===== src/sv/motor_feedback_frame_parser_unit_macros.svh =====
// ----------------------------------------------------------------------------
// Motor feedback frame parser assertion macros
// Shared concurrent assertion shorthands, clocked on clk and disabled in rst.
// ----------------------------------------------------------------------------
`ifndef MOTOR_FEEDBACK_FRAME_PARSER_UNIT_MACROS_SVH
`define MOTOR_FEEDBACK_FRAME_PARSER_UNIT_MACROS_SVH

// Condition in this cycle requires the consequence in the same cycle.
`define MFFP_ASSERT_NOW(label, cond, expr) \
  label: assert property (@(posedge clk) disable iff (rst) (cond) |-> (expr)) \
    else $error("mffp: same-cycle check failed");

// Condition in this cycle requires the consequence in the next cycle.
`define MFFP_ASSERT_NEXT(label, cond, expr) \
  label: assert property (@(posedge clk) disable iff (rst) (cond) |=> (expr)) \
    else $error("mffp: next-cycle check failed");

`endif


===== src/sv/mffp_pkg.sv =====
// ----------------------------------------------------------------------------
// Motor feedback frame parser package
// Register indexes, parse phases and the configuration bundle.
// ----------------------------------------------------------------------------
package mffp_pkg;

  localparam int unsigned CfgIndexW = 3;
  localparam int unsigned ByteW     = 8;
  localparam int unsigned PayloadW  = 32;
  localparam int unsigned CountW    = 3;

  localparam logic [CountW-1:0] DataBytes = 3'd4;

  localparam logic [CfgIndexW-1:0] CFG_HEADER_BYTE = 3'd0;
  localparam logic [CfgIndexW-1:0] CFG_TAIL_BYTE   = 3'd1;
  localparam logic [CfgIndexW-1:0] CFG_FIRST_ADDR  = 3'd2;
  localparam logic [CfgIndexW-1:0] CFG_SECOND_ADDR = 3'd3;
  localparam logic [CfgIndexW-1:0] CFG_MAX_TYPE    = 3'd4;

  localparam logic [ByteW-1:0] HeaderReset     = 8'd122;
  localparam logic [ByteW-1:0] TailReset       = 8'd123;
  localparam logic [ByteW-1:0] FirstAddrReset  = 8'd1;
  localparam logic [ByteW-1:0] SecondAddrReset = 8'd2;
  localparam logic [ByteW-1:0] MaxTypeReset    = 8'd4;

  typedef enum logic [2:0] {
    PH_HUNT  = 3'd0,
    PH_ADDR  = 3'd1,
    PH_TYPE  = 3'd2,
    PH_DATA  = 3'd3,
    PH_CHECK = 3'd4,
    PH_TAIL  = 3'd5
  } phase_t;

  typedef struct packed {
    logic [ByteW-1:0] header_byte;
    logic [ByteW-1:0] tail_byte;
    logic [ByteW-1:0] first_motor_addr;
    logic [ByteW-1:0] second_motor_addr;
    logic [ByteW-1:0] max_feedback_type;
  } cfg_t;

endpackage


===== src/sv/mffp_cfg_regs.sv =====
// ----------------------------------------------------------------------------
// Motor feedback frame parser configuration registers
// Decodes the write port into the five frame-matching registers.
// ----------------------------------------------------------------------------
module mffp_cfg_regs
  import mffp_pkg::*;
(
  input  logic                 clk,
  input  logic                 rst,
  input  logic                 cfg_we,
  input  logic [CfgIndexW-1:0] cfg_index,
  input  logic [ByteW-1:0]     cfg_data,
  output cfg_t                 cfg
);

  always_ff @(posedge clk) begin
    if (rst) begin
      cfg.header_byte       <= HeaderReset;
      cfg.tail_byte         <= TailReset;
      cfg.first_motor_addr  <= FirstAddrReset;
      cfg.second_motor_addr <= SecondAddrReset;
      cfg.max_feedback_type <= MaxTypeReset;
    end else if (cfg_we) begin
      // Writes to indexes beyond the register list are dropped.
      unique case (cfg_index)
        CFG_HEADER_BYTE: cfg.header_byte       <= cfg_data;
        CFG_TAIL_BYTE:   cfg.tail_byte         <= cfg_data;
        CFG_FIRST_ADDR:  cfg.first_motor_addr  <= cfg_data;
        CFG_SECOND_ADDR: cfg.second_motor_addr <= cfg_data;
        CFG_MAX_TYPE:    cfg.max_feedback_type <= cfg_data;
        default: ;
      endcase
    end
  end

endmodule


===== src/sv/motor_feedback_frame_parser_unit.sv =====
// ----------------------------------------------------------------------------
// Motor feedback frame parser: one received byte per cycle while rx_ready is high.
// A result appears in the output register the cycle after the tail byte.
// A byte is taken every cycle; only a tail byte waits while an older result
// is still held with res_ready low.
// Reset returns to header hunting with default registers and no result.
// ----------------------------------------------------------------------------
`include "motor_feedback_frame_parser_unit_macros.svh"

module motor_feedback_frame_parser_unit
  import mffp_pkg::*;
(
  input  logic                 clk,
  input  logic                 rst,
  input  logic                 cfg_we,
  input  logic [CfgIndexW-1:0] cfg_index,
  input  logic [ByteW-1:0]     cfg_data,
  input  logic                 rx_valid,
  output logic                 rx_ready,
  input  logic [ByteW-1:0]     rx_byte,
  output logic                 res_valid,
  input  logic                 res_ready,
  output logic                 motor_index,
  output logic [ByteW-1:0]     feedback_type,
  output logic [PayloadW-1:0]  payload
);

  cfg_t cfg;

  mffp_cfg_regs u_cfg_regs (
    .clk       (clk),
    .rst       (rst),
    .cfg_we    (cfg_we),
    .cfg_index (cfg_index),
    .cfg_data  (cfg_data),
    .cfg       (cfg)
  );

  phase_t              phase;
  phase_t              phase_next;
  logic [CountW-1:0]   data_count;
  logic [CountW-1:0]   data_count_next;
  logic [ByteW-1:0]    running_xor;
  logic [ByteW-1:0]    running_xor_next;
  logic                held_addr_index;
  logic                held_addr_index_next;
  logic [ByteW-1:0]    held_type;
  logic [ByteW-1:0]    held_type_next;
  logic [PayloadW-1:0] payload_shift;
  logic [PayloadW-1:0] payload_shift_next;
  logic [ByteW-1:0]    held_check;
  logic [ByteW-1:0]    held_check_next;
  logic                res_load;

  logic              rx_fire;
  logic              hit_first;
  logic              hit_second;
  logic              type_ok;
  logic [CountW-1:0] count_inc;

  // Only the tail byte can load the result register, so only that byte has to
  // wait for a held result to be taken.
  assign rx_ready   = !(res_valid && !res_ready && phase == PH_TAIL);
  assign rx_fire    = rx_valid && rx_ready;
  assign hit_first  = (rx_byte == cfg.first_motor_addr);
  assign hit_second = (rx_byte == cfg.second_motor_addr);
  assign type_ok    = (rx_byte <= cfg.max_feedback_type);
  assign count_inc  = data_count + 3'd1;

  // Next parse phase.
  always_comb begin
    phase_next = phase;
    if (rx_fire) begin
      unique case (phase)
        PH_HUNT:  if (rx_byte == cfg.header_byte) phase_next = PH_ADDR;
        PH_ADDR:  phase_next = (hit_first || hit_second) ? PH_TYPE : PH_HUNT;
        PH_TYPE:  phase_next = type_ok ? PH_DATA : PH_HUNT;
        PH_DATA:  if (count_inc >= DataBytes) phase_next = PH_CHECK;
        PH_CHECK: phase_next = PH_TAIL;
        PH_TAIL:  phase_next = PH_HUNT;
        default:  phase_next = PH_HUNT;
      endcase
    end
  end

  // Frame datapath updates and result load for the accepted byte.
  always_comb begin
    data_count_next      = data_count;
    running_xor_next     = running_xor;
    held_addr_index_next = held_addr_index;
    held_type_next       = held_type;
    payload_shift_next   = payload_shift;
    held_check_next      = held_check;
    res_load             = 1'b0;
    if (rx_fire) begin
      unique case (phase)
        PH_HUNT: begin
          if (rx_byte == cfg.header_byte) begin
            running_xor_next   = rx_byte;
            data_count_next    = '0;
            payload_shift_next = '0;
          end
        end
        PH_ADDR: begin
          if (hit_first || hit_second) begin
            // The first address wins when both registers hold the same value.
            held_addr_index_next = !hit_first;
            running_xor_next     = running_xor ^ rx_byte;
          end else begin
            data_count_next = '0;
          end
        end
        PH_TYPE: begin
          if (type_ok) begin
            held_type_next   = rx_byte;
            running_xor_next = running_xor ^ rx_byte;
          end else begin
            data_count_next = '0;
          end
        end
        PH_DATA: begin
          payload_shift_next = {payload_shift[PayloadW-ByteW-1:0], rx_byte};
          running_xor_next   = running_xor ^ rx_byte;
          data_count_next    = count_inc;
        end
        PH_CHECK: begin
          held_check_next = rx_byte;
        end
        PH_TAIL: begin
          res_load        = (rx_byte == cfg.tail_byte) && (running_xor == held_check);
          data_count_next = '0;
        end
        default: begin
          data_count_next = '0;
        end
      endcase
    end
  end

  always_ff @(posedge clk) begin
    if (rst) begin
      phase           <= PH_HUNT;
      data_count      <= '0;
      running_xor     <= '0;
      held_addr_index <= 1'b0;
      held_type       <= '0;
      payload_shift   <= '0;
      held_check      <= '0;
    end else begin
      phase           <= phase_next;
      data_count      <= data_count_next;
      running_xor     <= running_xor_next;
      held_addr_index <= held_addr_index_next;
      held_type       <= held_type_next;
      payload_shift   <= payload_shift_next;
      held_check      <= held_check_next;
    end
  end

  // Result register: loaded on a good tail, cleared once the result is taken.
  always_ff @(posedge clk) begin
    if (rst) begin
      res_valid <= 1'b0;
    end else if (res_load) begin
      res_valid <= 1'b1;
    end else if (res_ready) begin
      res_valid <= 1'b0;
    end
  end

  always_ff @(posedge clk) begin
    if (res_load) begin
      motor_index   <= held_addr_index;
      feedback_type <= held_type;
      payload       <= payload_shift;
    end
  end

  `MFFP_ASSERT_NEXT(a_tail_returns_hunt, rx_fire && phase == PH_TAIL, phase == PH_HUNT)
  `MFFP_ASSERT_NEXT(a_fourth_data_to_check,
                    rx_fire && phase == PH_DATA && data_count == 3'd3, phase == PH_CHECK)
  `MFFP_ASSERT_NOW(a_data_count_bound, phase == PH_DATA, data_count < DataBytes)
  `MFFP_ASSERT_NOW(a_hunt_count_clear, phase == PH_HUNT, data_count == 3'd0)

endmodule

===== config.mk =====
export PLATFORM = sky130hd
export DESIGN_NAME = motor_feedback_frame_parser_unit
export DESIGN_NICKNAME = d
export VERILOG_FILES = /design/src/sv/mffp_pkg.sv /design/src/sv/mffp_cfg_regs.sv /design/src/sv/motor_feedback_frame_parser_unit.sv
export VERILOG_INCLUDE_DIRS = /design/src /design/src/sv
export SDC_FILE = /design/constraint.sdc
export NUM_CORES = 1
export LEC_CHECK = 0
export BUFFER_PORTS_ARGS = -buffer_cell sky130_fd_sc_hd__buf_4
export CORE_UTILIZATION = 53
export DETAILED_ROUTE_END_ITERATION = 10
export GPL_ROUTABILITY_DRIVEN = 0
export GPL_TIMING_DRIVEN = 0
export PLACE_DENSITY = 0.73
export SLEW_MARGIN = 20
export SYNTH_ARGS = -nofsm -noshare
export SYNTH_HDL_FRONTEND = slang
export SYNTH_HIERARCHICAL = 1
export SYNTH_SLANG_ARGS = --single-unit

===== constraint.sdc =====
create_clock -name clk -period 4.7 [get_ports clk]
set_input_delay 0.705 -clock clk [delete_from_list [all_inputs] [get_ports clk]]
set_output_delay 0.705 -clock clk [all_outputs]
set_load 0.02 [all_outputs]

==> summary.txt, run 1 <==
Synth
  – Synth Instances: 551
  – Most used DFF post-synth: dfxtp_1
  – Top cell type's share of synthesized area: 33.8%
  – #FFs+latches synth: 145
  – Seq/Total Area, Yosys: 53.7%
  – Post-synth net total: 584
  – Leading area contributor after synthesis: dfxtp_1
  – Cell Area, Synth: 6170 sq um
  – Number of distinct library cells after synthesis: 57
  – Syn avg cell area: 11.2 sq um
  – Number of synthesized flops with an enable pin: 41
  – Synth area leaders: dfxtp_1 34%, edfxtp_1 20%, mux2i_1 11%
  – YS warnings: 6
  – Asr flop ratio synth: 0%

Placed design
  – Buffers on Ports: 65
  – Post-DP HPWL: 9830 um
  – Placement Setup Slack: 1.37 ns
  – DP Cell Count: 762
  – Placed Area: 6870 sq um

Clocking
  – Worst skew pair latency: 0.42 ns
  – Max Root-Sink Buffers: 2
  – # hold bufs at CTS: 0
  – Clock Tree Root: clkbuf_16
  – Htree depth: 4
  – Sink Count: 145
  – Clock transition at the registers of the reported paths: 0.06 ns
  – CTS tree: yes
  – CTS resizes: 0
  – CTS Buf Count: 17
  – Post-CTS Setup Repair Bufs: 0

Floorplanning
  – Die H: 110 um
  – FP Rows: 39
  – Core area: 11,400 sq um
  – Die area: 12,100 sq um
  – Die X: 110 um
  – Initial Utilization: 54.3%
  – # IOs: 67

Route
  – Final WL: 13,900 um
  – DRT Pass-1 Iters: 5
  – 1st-iter DRT viols: 207
  – DRC: 0
  – Post-route ant nets: 0
  – Via Count: 4,344
  – Per-cell routed wire length: 17.5 um
  – Routed vias/inst: 5.47

Pwr
  – PwrDens: 374 nW/um^2
  – Static leakage: 2.85 nW
  – Max IR drop VDD: 0.260 mV

STA
  – RSZ-0062 raised after global routing: no
  – Slew Limit Fails: 0
  – Worst rel slew slack: 53.8%
  – Setup_tns: 0 ns
  – Final Hold Viols: 0
  – Skew final: 0.00821 ns
  – # setup viols final: 0
  – Fin crit period: 2.89 ns
  – Peak Freq: 0.346 GHz
  – Worst-Margin Slew: 0.693 ns
  – Hold_ws: 0.430 ns
  – Tcrit/Tclk final: 61.5%
  – Final worst slack: 1.81 ns

Critical path
  – CP most frequent cell: buf_6
  – Worst Path Arrival: 3.01 ns
  – Crit path cell chain: buf_4 > buf_2 > xor2_1 > nor4_1 > nand4_1 > or4_1 > nor4_4 > buf_6 > buf_6
  – R2r setup slk: 1.85 ns
  – CP max-delay cell: nor4_4
  – Critical path class: in2reg
  – CP max stage delay: 0.50 ns
  – Worst Path Max Fanout: 12
  – Crit. End Element: register
  – Req. time, crit path: 4.82 ns
  – CP bufs+invs: 4
  – Crit path launch type: input port
  – Critical path's top delay family: simple AND/OR/NAND/NOR gates

Finish
  – Commonest non-fill, non-tap cell in the layout: dfxtp_1
  – Final instance area: 7470 sq um
  – Cell Count, Final, Fillers Out: 794
  – Post-layout nets: 671
  – Layout cell share with drive strength beyond 1: 19.5%
  – Fill count: 854
  – Commonest non-fill, non-tap cells in the layout: 104 x dfxtp_1, 80 x nor2_1, 68 x buf_4
  – Ant diodes: 0
  – P&R area growth vs syn: 21.2%

Status
  – Outcome: completed

Global route
  – Total global routing overflow: 0
  – Initial antenna violation count: 0
  – First-pass GRT wire length: 21,800 um
  – Largest net degree at the start of global routing: 17
  – Total GRT Usage: 24.5%
  – Vias in the first global route: 4,341

Flow run
  – Max cap viols: 0

Hold path
  – Worst hold path class: reg2reg
==> flip-flops by register name, indices dropped and copies added, names as in the netlist <==
name             flops
res_valid            1
phase                3
feedback_type        8
data_count           3
held_addr_index      1
held_type            8
running_xor          8
u_cfg_regs/cfg      40
held_check           8
motor_index          1
payload             32
payload_shift       32
==> through the flow <==
stage	power, mW	util (%)
final	2.80	65.7
after CTS	2.81	65.7
after global placement	1.46	60.1
after floorplan	1.41	-
after detailed placement	1.47	60.5
after global routing	2.88	65.7
==> worst reg2reg max path, cell delays in order (launching register included) <==
cell and delay, ns:
dfxtp_1 0.31, buf_6 0.13, nor2b_1 0.17, nand3_1 0.14
and2_1 0.29, nand4_1 0.11, or4_1 0.47, nor4_4 0.50
buf_6 0.25, buf_6 0.19
==> synthesized netlist by cell type, types with 2 or more instances <==
cell / count
a21boi_0: 7
a21oi_1: 16
a21oi_2: 2
a22oi_1: 32
buf_2: 7
buf_4: 2
buf_6: 8
clkbuf_1: 16
dfxtp_1: 104
dlygate4sd1_1: 2
edfxtp_1: 41
ha_1: 9
inv_1: 9
mux2i_1: 65
nand2_1: 6
nand2b_1: 36
nand3_1: 3
nand3b_1: 8
nand4_1: 9
nand4bb_1: 2
nor2_1: 80
nor2b_1: 4
nor4_1: 3
o21ai_0: 4
o21ai_1: 2
or2b_1: 2
or3_1: 2
or4_1: 2
or4b_1: 2
xnor2_1: 24
xor2_1: 16
==> kinds of logic (layout without fill, tap and decap cells) <==
| logic type | after synthesis | count (layout) | synth area share, % |
|---|---|---|---|
| buffers and inverters | 46 | 146 | 4.36 |
| DFF | 145 | 145 | 53.7 |
| muxes | 65 | 65 | 10.5 |
| AOI/OAI and AO/OA | 75 | 75 | 8.60 |
| xor gates and xnor gates | 41 | 41 | 5.94 |
| adders and majority gates | 9 | 9 | 1.83 |
| and+or+nand+nor | 170 | 170 | 15.0 |
==> cell type report <==
type / count / area (sq um) / share of cell area [%]
Sequential cell: 145 / 3310 / 44.3
Multi-Input combinational cell: 360 / 2590 / 34.7
Timing Repair Buffer: 68 / 518 / 6.93
Clock buffer: 18 / 429 / 5.74
Buffer: 37 / 235 / 3.15
Tap cell: 143 / 179 / 2.39
Clock inverter: 14 / 170 / 2.28
Inverter: 9 / 33.8 / 0.452
==> worst paths after layout <==
check,from,end,cells after the start
min reg2reg,held_type[1],feedback_type[1],0
min,held_type[1],feedback_type[1],0
max reg2reg,phase[0],payload[21],9
max,rx_byte[5],payload[21],9
==> report_power, final <==
group	switching, mW	internal, mW	total (mW)
combinational	0.0832	0.0636	0.147
sequential	0.00675	1.29	1.29
clock	0.557	0.801	1.36
==> per-layer routing <==
metal	wire, um	up-vias	GRT usage (%)
met5	0	-	0
met2	7120	123	43.0
met1	5860	2088	29.7
met3	691	19	5.63
li1	-	2114	-
met4	199	0	7.62
(Power assumes the default switching activity.)
==> run 2, diff against run 1 <==
Settings changed: ABC_AREA set to 1.
Clock period 4.7 ns to 2.5 ns, I/O delays scaled along.
==> summary.txt, run 2 <==
Synth
  – Leading area contributor after synthesis: dfxtp_1
  – #FFs+latches synth: 145
  – Seq/Total Area, Yosys: 52.7%
  – Most used DFF post-synth: dfxtp_1
  – Syn avg cell area: 8.17 sq um
  – Mux share of post-synthesis cell area: 0%
  – Post-Synth XOR/XNOR Area: 4.73%
  – Largest family of logic cells by synthesized area: simple AND/OR/NAND/NOR gates
  – Number of distinct library cells after synthesis: 30
  – Synth top cells by count: 209 x nand2_1, 104 x dfxtp_1, 96 x nor2_1, 91 x nand3_1, 55 x a21oi_1
  – Top-count cell post-synth: nand2_1
  – Adder-cell share of the synthesized area: 1.79%
  – Simple logic cell fraction of the synthesized area: 28.6%
  – Cell Area, Synth: 6290 sq um
  – Synth area leaders: dfxtp_1 33%, edfxtp_1 20%, nand2_1 12%
  – Number of synthesized flops with an enable pin: 41
  – Synth Instances: 770
  – Asr flop ratio synth: 0%
  – Post-synth net total: 803
  – Compound-gate portion of the synthesized area: 5.35%
  – Top cell type's share of synthesized area: 33.1%
  – YS warnings: 6

Placed design
  – Placement Setup Slack: 0.0771 ns
  – Buffers on Ports: 64
  – DP Cell Count: 977
  – Post-DP HPWL: 10,300 um

STA
  – Peak Freq: 0.442 GHz
  – RSZ-0062 raised after global routing: no
  – Skew final: 0.0108 ns
  – Setup_tns: 0 ns
  – Final worst slack: 0.238 ns
  – Slew Limit Fails: 0
  – Tcrit/Tclk final: 90.5%
  – Worst-Margin Slew: 0.843 ns
  – # setup viols final: 0
  – Final Hold Viols: 0
  – Worst rel slew slack: 43.8%
  – Fin crit period: 2.26 ns

Flow run
  – Max cap viols: 0

Finish
  – Commonest non-fill, non-tap cells in the layout: 209 x nand2_1, 104 x dfxtp_1, 96 x nor2_1
  – Max reg flops: 40
  – Regs by FF count: u_cfg_regs/cfg (40), payload (32), payload_shift (32)
  – Commonest non-fill, non-tap cell in the layout: nand2_1
  – Cell Count, Final, Fillers Out: 1,009
  – Biggest register: u_cfg_regs/cfg
  – Post-layout nets: 886
  – Layout cell share with drive strength beyond 1: 16.5%
  – P&R area growth vs syn: 20.5%
  – Ant diodes: 0

Floorplanning
  – Die X: 111 um
  – Core area: 11,500 sq um
  – Initial Utilization: 54.6%
  – # IOs: 67
  – FP Rows: 39
  – Die area: 12,300 sq um
  – Die H: 111 um

Clocking
  – CTS tree: yes
  – Clock transition at the registers of the reported paths: 0.06 ns
  – CTS resizes: 0
  – Post-CTS Setup Repair Bufs: 0
  – Clock Tree Root: clkbuf_16
  – # hold bufs at CTS: 0
  – Sink Count: 145
  – CTS Buf Count: 17
  – Max Root-Sink Buffers: 2
  – Worst skew pair latency: 0.42 ns
  – Htree depth: 4

Global route
  – Vias in the first global route: 5,036
  – Initial antenna violation count: 0
  – Total GRT Usage: 24.5%
  – First-pass GRT wire length: 23,900 um
  – Total global routing overflow: 0
  – Largest net degree at the start of global routing: 42

Route
  – 1st-iter DRT viols: 371
  – Per-cell routed wire length: 14.0 um
  – DRT Pass-1 Iters: 8
  – Post-route ant nets: 0
  – Via Count: 5,288
  – Final WL: 14,100 um
  – Routed vias/inst: 5.24
  – DRC: 21

Status
  – Outcome: finished, violations left
  – Violated checks: DRC

Critical path
  – Crit. End Element: register
  – Crit path launch type: register
  – Worst Path Arrival: 2.30 ns
  – Worst Path Max Fanout: 41
  – Req. time, crit path: 2.54 ns
  – Critical path class: reg2reg

Pwr
  – Static leakage: 3.05 nW
  – PwrDens: 740 nW/um^2
  – Max IR drop VDD: 0.369 mV

Hold path
  – Worst hold path class: in2reg
## run 2: cell count changes after synthesis, moves of 36 or more
cell and change:
a21oi_1 +39, nand2_1 +203, inv_1 +42, nand3_1 +88, nand2b_1 -36, mux2i_1 -65
## run 2: layout make-up
class / count / area, sq um
multi-input cells: 533 / 2540
clock inverters: 15 / 208
flip-flops and latches: 145 / 3310
fillers: 951 / 3930
plain buffers: 34 / 215
clock buffers: 17 / 425
repair buffers: 64 / 480
well taps: 143 / 179
inverters: 58 / 218
## run 2: stage by stage
stage                     cell area (sq um)  utilization (%)  power (mW)  hold WS, ns
final                                  7580             65.8        5.61        0.170
after global routing                   7580             65.8        5.81        0.178
after CTS                              7580             65.8        5.63        0.167
after detailed placement               6950             60.3        2.96        0.420
after global placement                 6950             60.3        2.95        0.415
after floorplan                        6290                -        2.84        0.409
## run 2: kinds of logic (layout without fill, tap and decap cells)
kind of cell	after synthesis	count (layout)
AO/OA/AOI/OAI	66	66
AND/OR/NAND/NOR	424	424
adder cells (fa/ha/maj)	9	9
buffers and inverters	92	188
flip-flops	145	145
XOR/XNOR	34	34
## run 2: path summary, 6_finish.rpt
check / slack (ns) / cells after the start / start / to
worst min register to register: 0.43 / 0 / payload_shift[25] / payload[25]
worst max register to register: 0.24 / 6 / phase[1] / feedback_type[6]
worst max-delay path: 0.24 / 6 / phase[1] / feedback_type[6]
worst min-delay path: 0.17 / 3 / cfg_data[6] / u_cfg_regs/cfg[38]
## run 2: worst max-delay path, cell delays in order (launching register included)
cell and delay [ns]:
dfxtp_1 0.39, inv_2 0.07, nand4_1 0.15, nand2_1 0.11, nor4_1 0.28, nand3b_1 0.21
inv_2 0.64
## run 2: power by group
part	internal (mW)	leakage, nW	total, mW	switching, mW
clock	1.69	0.303	2.69	1.00
combinational	0.164	1.55	0.430	0.265
sequential	2.45	1.20	2.49	0.0402
total	4.30	3.05	5.61	1.31
## run 2: layer usage
metal	share of wire, %	routed length (um)	track usage (%)
met1	43	6080	29.4
met2	50	7050	42.8
met3	5.1	726	5.08
met4	1.9	268	9.68
met5	0	0	0
==> run 3, diff against run 2 <==
Settings changed: CORE_ASPECT_RATIO set to 0.8, GPL_ROUTABILITY_DRIVEN 0 to not set.
==> summary.txt, run 3 (synthesis gave the netlist of run 2 again) <==
Status
  – Outcome: completed

Route
  – Via Count: 5,369
  – DRC: 0
  – 1st-iter DRT viols: 450
  – Final WL: 15,200 um
  – Post-route ant nets: 0
  – DRT Pass-1 Iters: 5
  – Per-cell routed wire length: 15.0 um
  – Routed vias/inst: 5.29

Pwr
  – Overall power: 5.45 mW
  – Max IR drop VDD: 0.594 mV
  – PwrDens: 722 nW/um^2
  – Static leakage: 3.04 nW

STA
  – Worst rel slew slack: 41.5%
  – Final Hold Viols: 0
  – Tcrit/Tclk final: 86.4%
  – Worst-Margin Slew: 0.877 ns
  – Peak Freq: 0.463 GHz
  – RSZ-0062 raised after global routing: no
  – # setup viols final: 0
  – Skew final: 0.00733 ns
  – Slew Limit Fails: 0
  – Fin crit period: 2.16 ns

Clocking
  – CTS Buf Count: 17
  – CTS resizes: 0
  – Sink Count: 145
  – Clock transition at the registers of the reported paths: 0.06 ns
  – Clock Tree Root: clkbuf_16
  – # hold bufs at CTS: 0
  – Max Root-Sink Buffers: 2
  – CTS tree: yes
  – Post-CTS Setup Repair Bufs: 0
  – Worst skew pair latency: 0.42 ns
  – Htree depth: 4

Global route
  – Total global routing overflow: 0
  – Initial antenna violation count: 0
  – Total GRT Usage: 26.7%
  – Vias in the first global route: 5,039
  – Largest net degree at the start of global routing: 42
  – First-pass GRT wire length: 24,700 um

Floorplanning
  – FP Rows: 35
  – Die area: 12,300 sq um
  – Initial Utilization: 54.6%
  – Core area: 11,500 sq um
  – Die X: 124 um
  – # IOs: 67
  – Die H: 99.4 um

Critical path
  – Worst Path Max Fanout: 41
  – Req. time, crit path: 2.55 ns
  – Critical path class: reg2reg
  – Crit. End Element: register
  – Reg2Reg Depth: 6
  – Worst Path Arrival: 2.21 ns
  – Crit path launch type: register

Finish
  – Regs by FF count: u_cfg_regs/cfg (40), payload (32), payload_shift (32)
  – Layout cell share with drive strength beyond 1: 16.7%
  – Biggest register: u_cfg_regs/cfg
  – Max reg flops: 40
  – Commonest non-fill, non-tap cells in the layout: 208 x nand2_1, 104 x dfxtp_1, 96 x nor2_1
  – Post-layout nets: 886
  – Commonest non-fill, non-tap cell in the layout: nand2_1
  – Cell Count, Final, Fillers Out: 1,014
  – P&R area growth vs syn: 19.9%
  – Fin util: 65.5%
  – Fill count: 949
  – Ant diodes: 0

Hold path
  – Min-Delay Path Depth: 3
  – Worst hold path class: in2reg

Flow run
  – Max cap viols: 0

Placed design
  – Buffers on Ports: 64
  – Post-DP HPWL: 10,700 um
  – DP Cell Count: 982
  – Routability cong.: 0.945
[run 3: cell count changes in the layout (fill, tap and decap cells not counted), sizes merged]
| cell | before | now |
|---|---|---|
| clkinv | 5 | 3 |
| bufinv | 4 | 1 |
| inv | 61 | 68 |
| clkinvlp | 3 | 1 |
[run 3: routing by layer]
metal	global-route usage [%]	share of wire, %	up-vias
met3	4.87	6.6	34
met1	36.6	46	2490
met5	0	0	-
met4	13.3	2.7	0
li1	-	-	2645
met2	40.3	45	200
[run 3: worst paths after layout]
path | startpoint | to | slack, ns
setup reg to reg | phase[1] | motor_index | 0.34
setup / recovery | phase[1] | motor_index | 0.34
hold reg to reg | payload_shift[30] | payload[30] | 0.44
hold / removal | cfg_data[4] | u_cfg_regs/cfg[28] | 0.17
[run 3: layout make-up]
| cell class | instances | area [sq um] | area share (%) |
|---|---|---|---|
| Inverter | 58 | 218 | 2.89 |
| Buffer | 34 | 215 | 2.85 |
| Timing Repair Buffer | 64 | 480 | 6.37 |
| Clock inverter | 15 | 160 | 2.12 |
| Clock buffer | 17 | 425 | 5.64 |
| Tap cell | 148 | 185 | 2.45 |
| Multi-Input combinational cell | 533 | 2550 | 33.8 |
| Sequential cell | 145 | 3310 | 43.9 |
[run 3: worst max-delay path, cell delays in order, from the launching register on]
cell      delay [ns]
dfxtp_1         0.40
inv_2           0.08
nand4_1         0.15
nand2_1         0.10
nor4_1          0.19
nand3b_1        0.17
inv_2           0.64
[run 3: stage by stage]
stage | setup TNS (ns) | setup WS [ns] | area, sq um | hold slack, ns
2_1_floorplan | 0 | 0.217 | 6290 | 0.409
3_3_place_gp | -11.25 | -0.277 | 6960 | 0.421
3_5_place_dp | 0 | 0.149 | 6960 | 0.423
4_1_cts | 0 | 0.255 | 7540 | 0.161
5_1_grt | 0 | 0.0678 | 7540 | 0.177
6_report | 0 | 0.339 | 7540 | 0.165
[run 3: report_power, final]
part / switching, mW / leakage, nW / internal [mW] / total (mW)
combinational: 0.278 / 1.55 / 0.165 / 0.443
sequential: 0.0384 / 1.20 / 2.45 / 2.49
clock: 1.10 / 0.289 / 1.42 / 2.52
total: 1.41 / 3.04 / 4.03 / 5.45
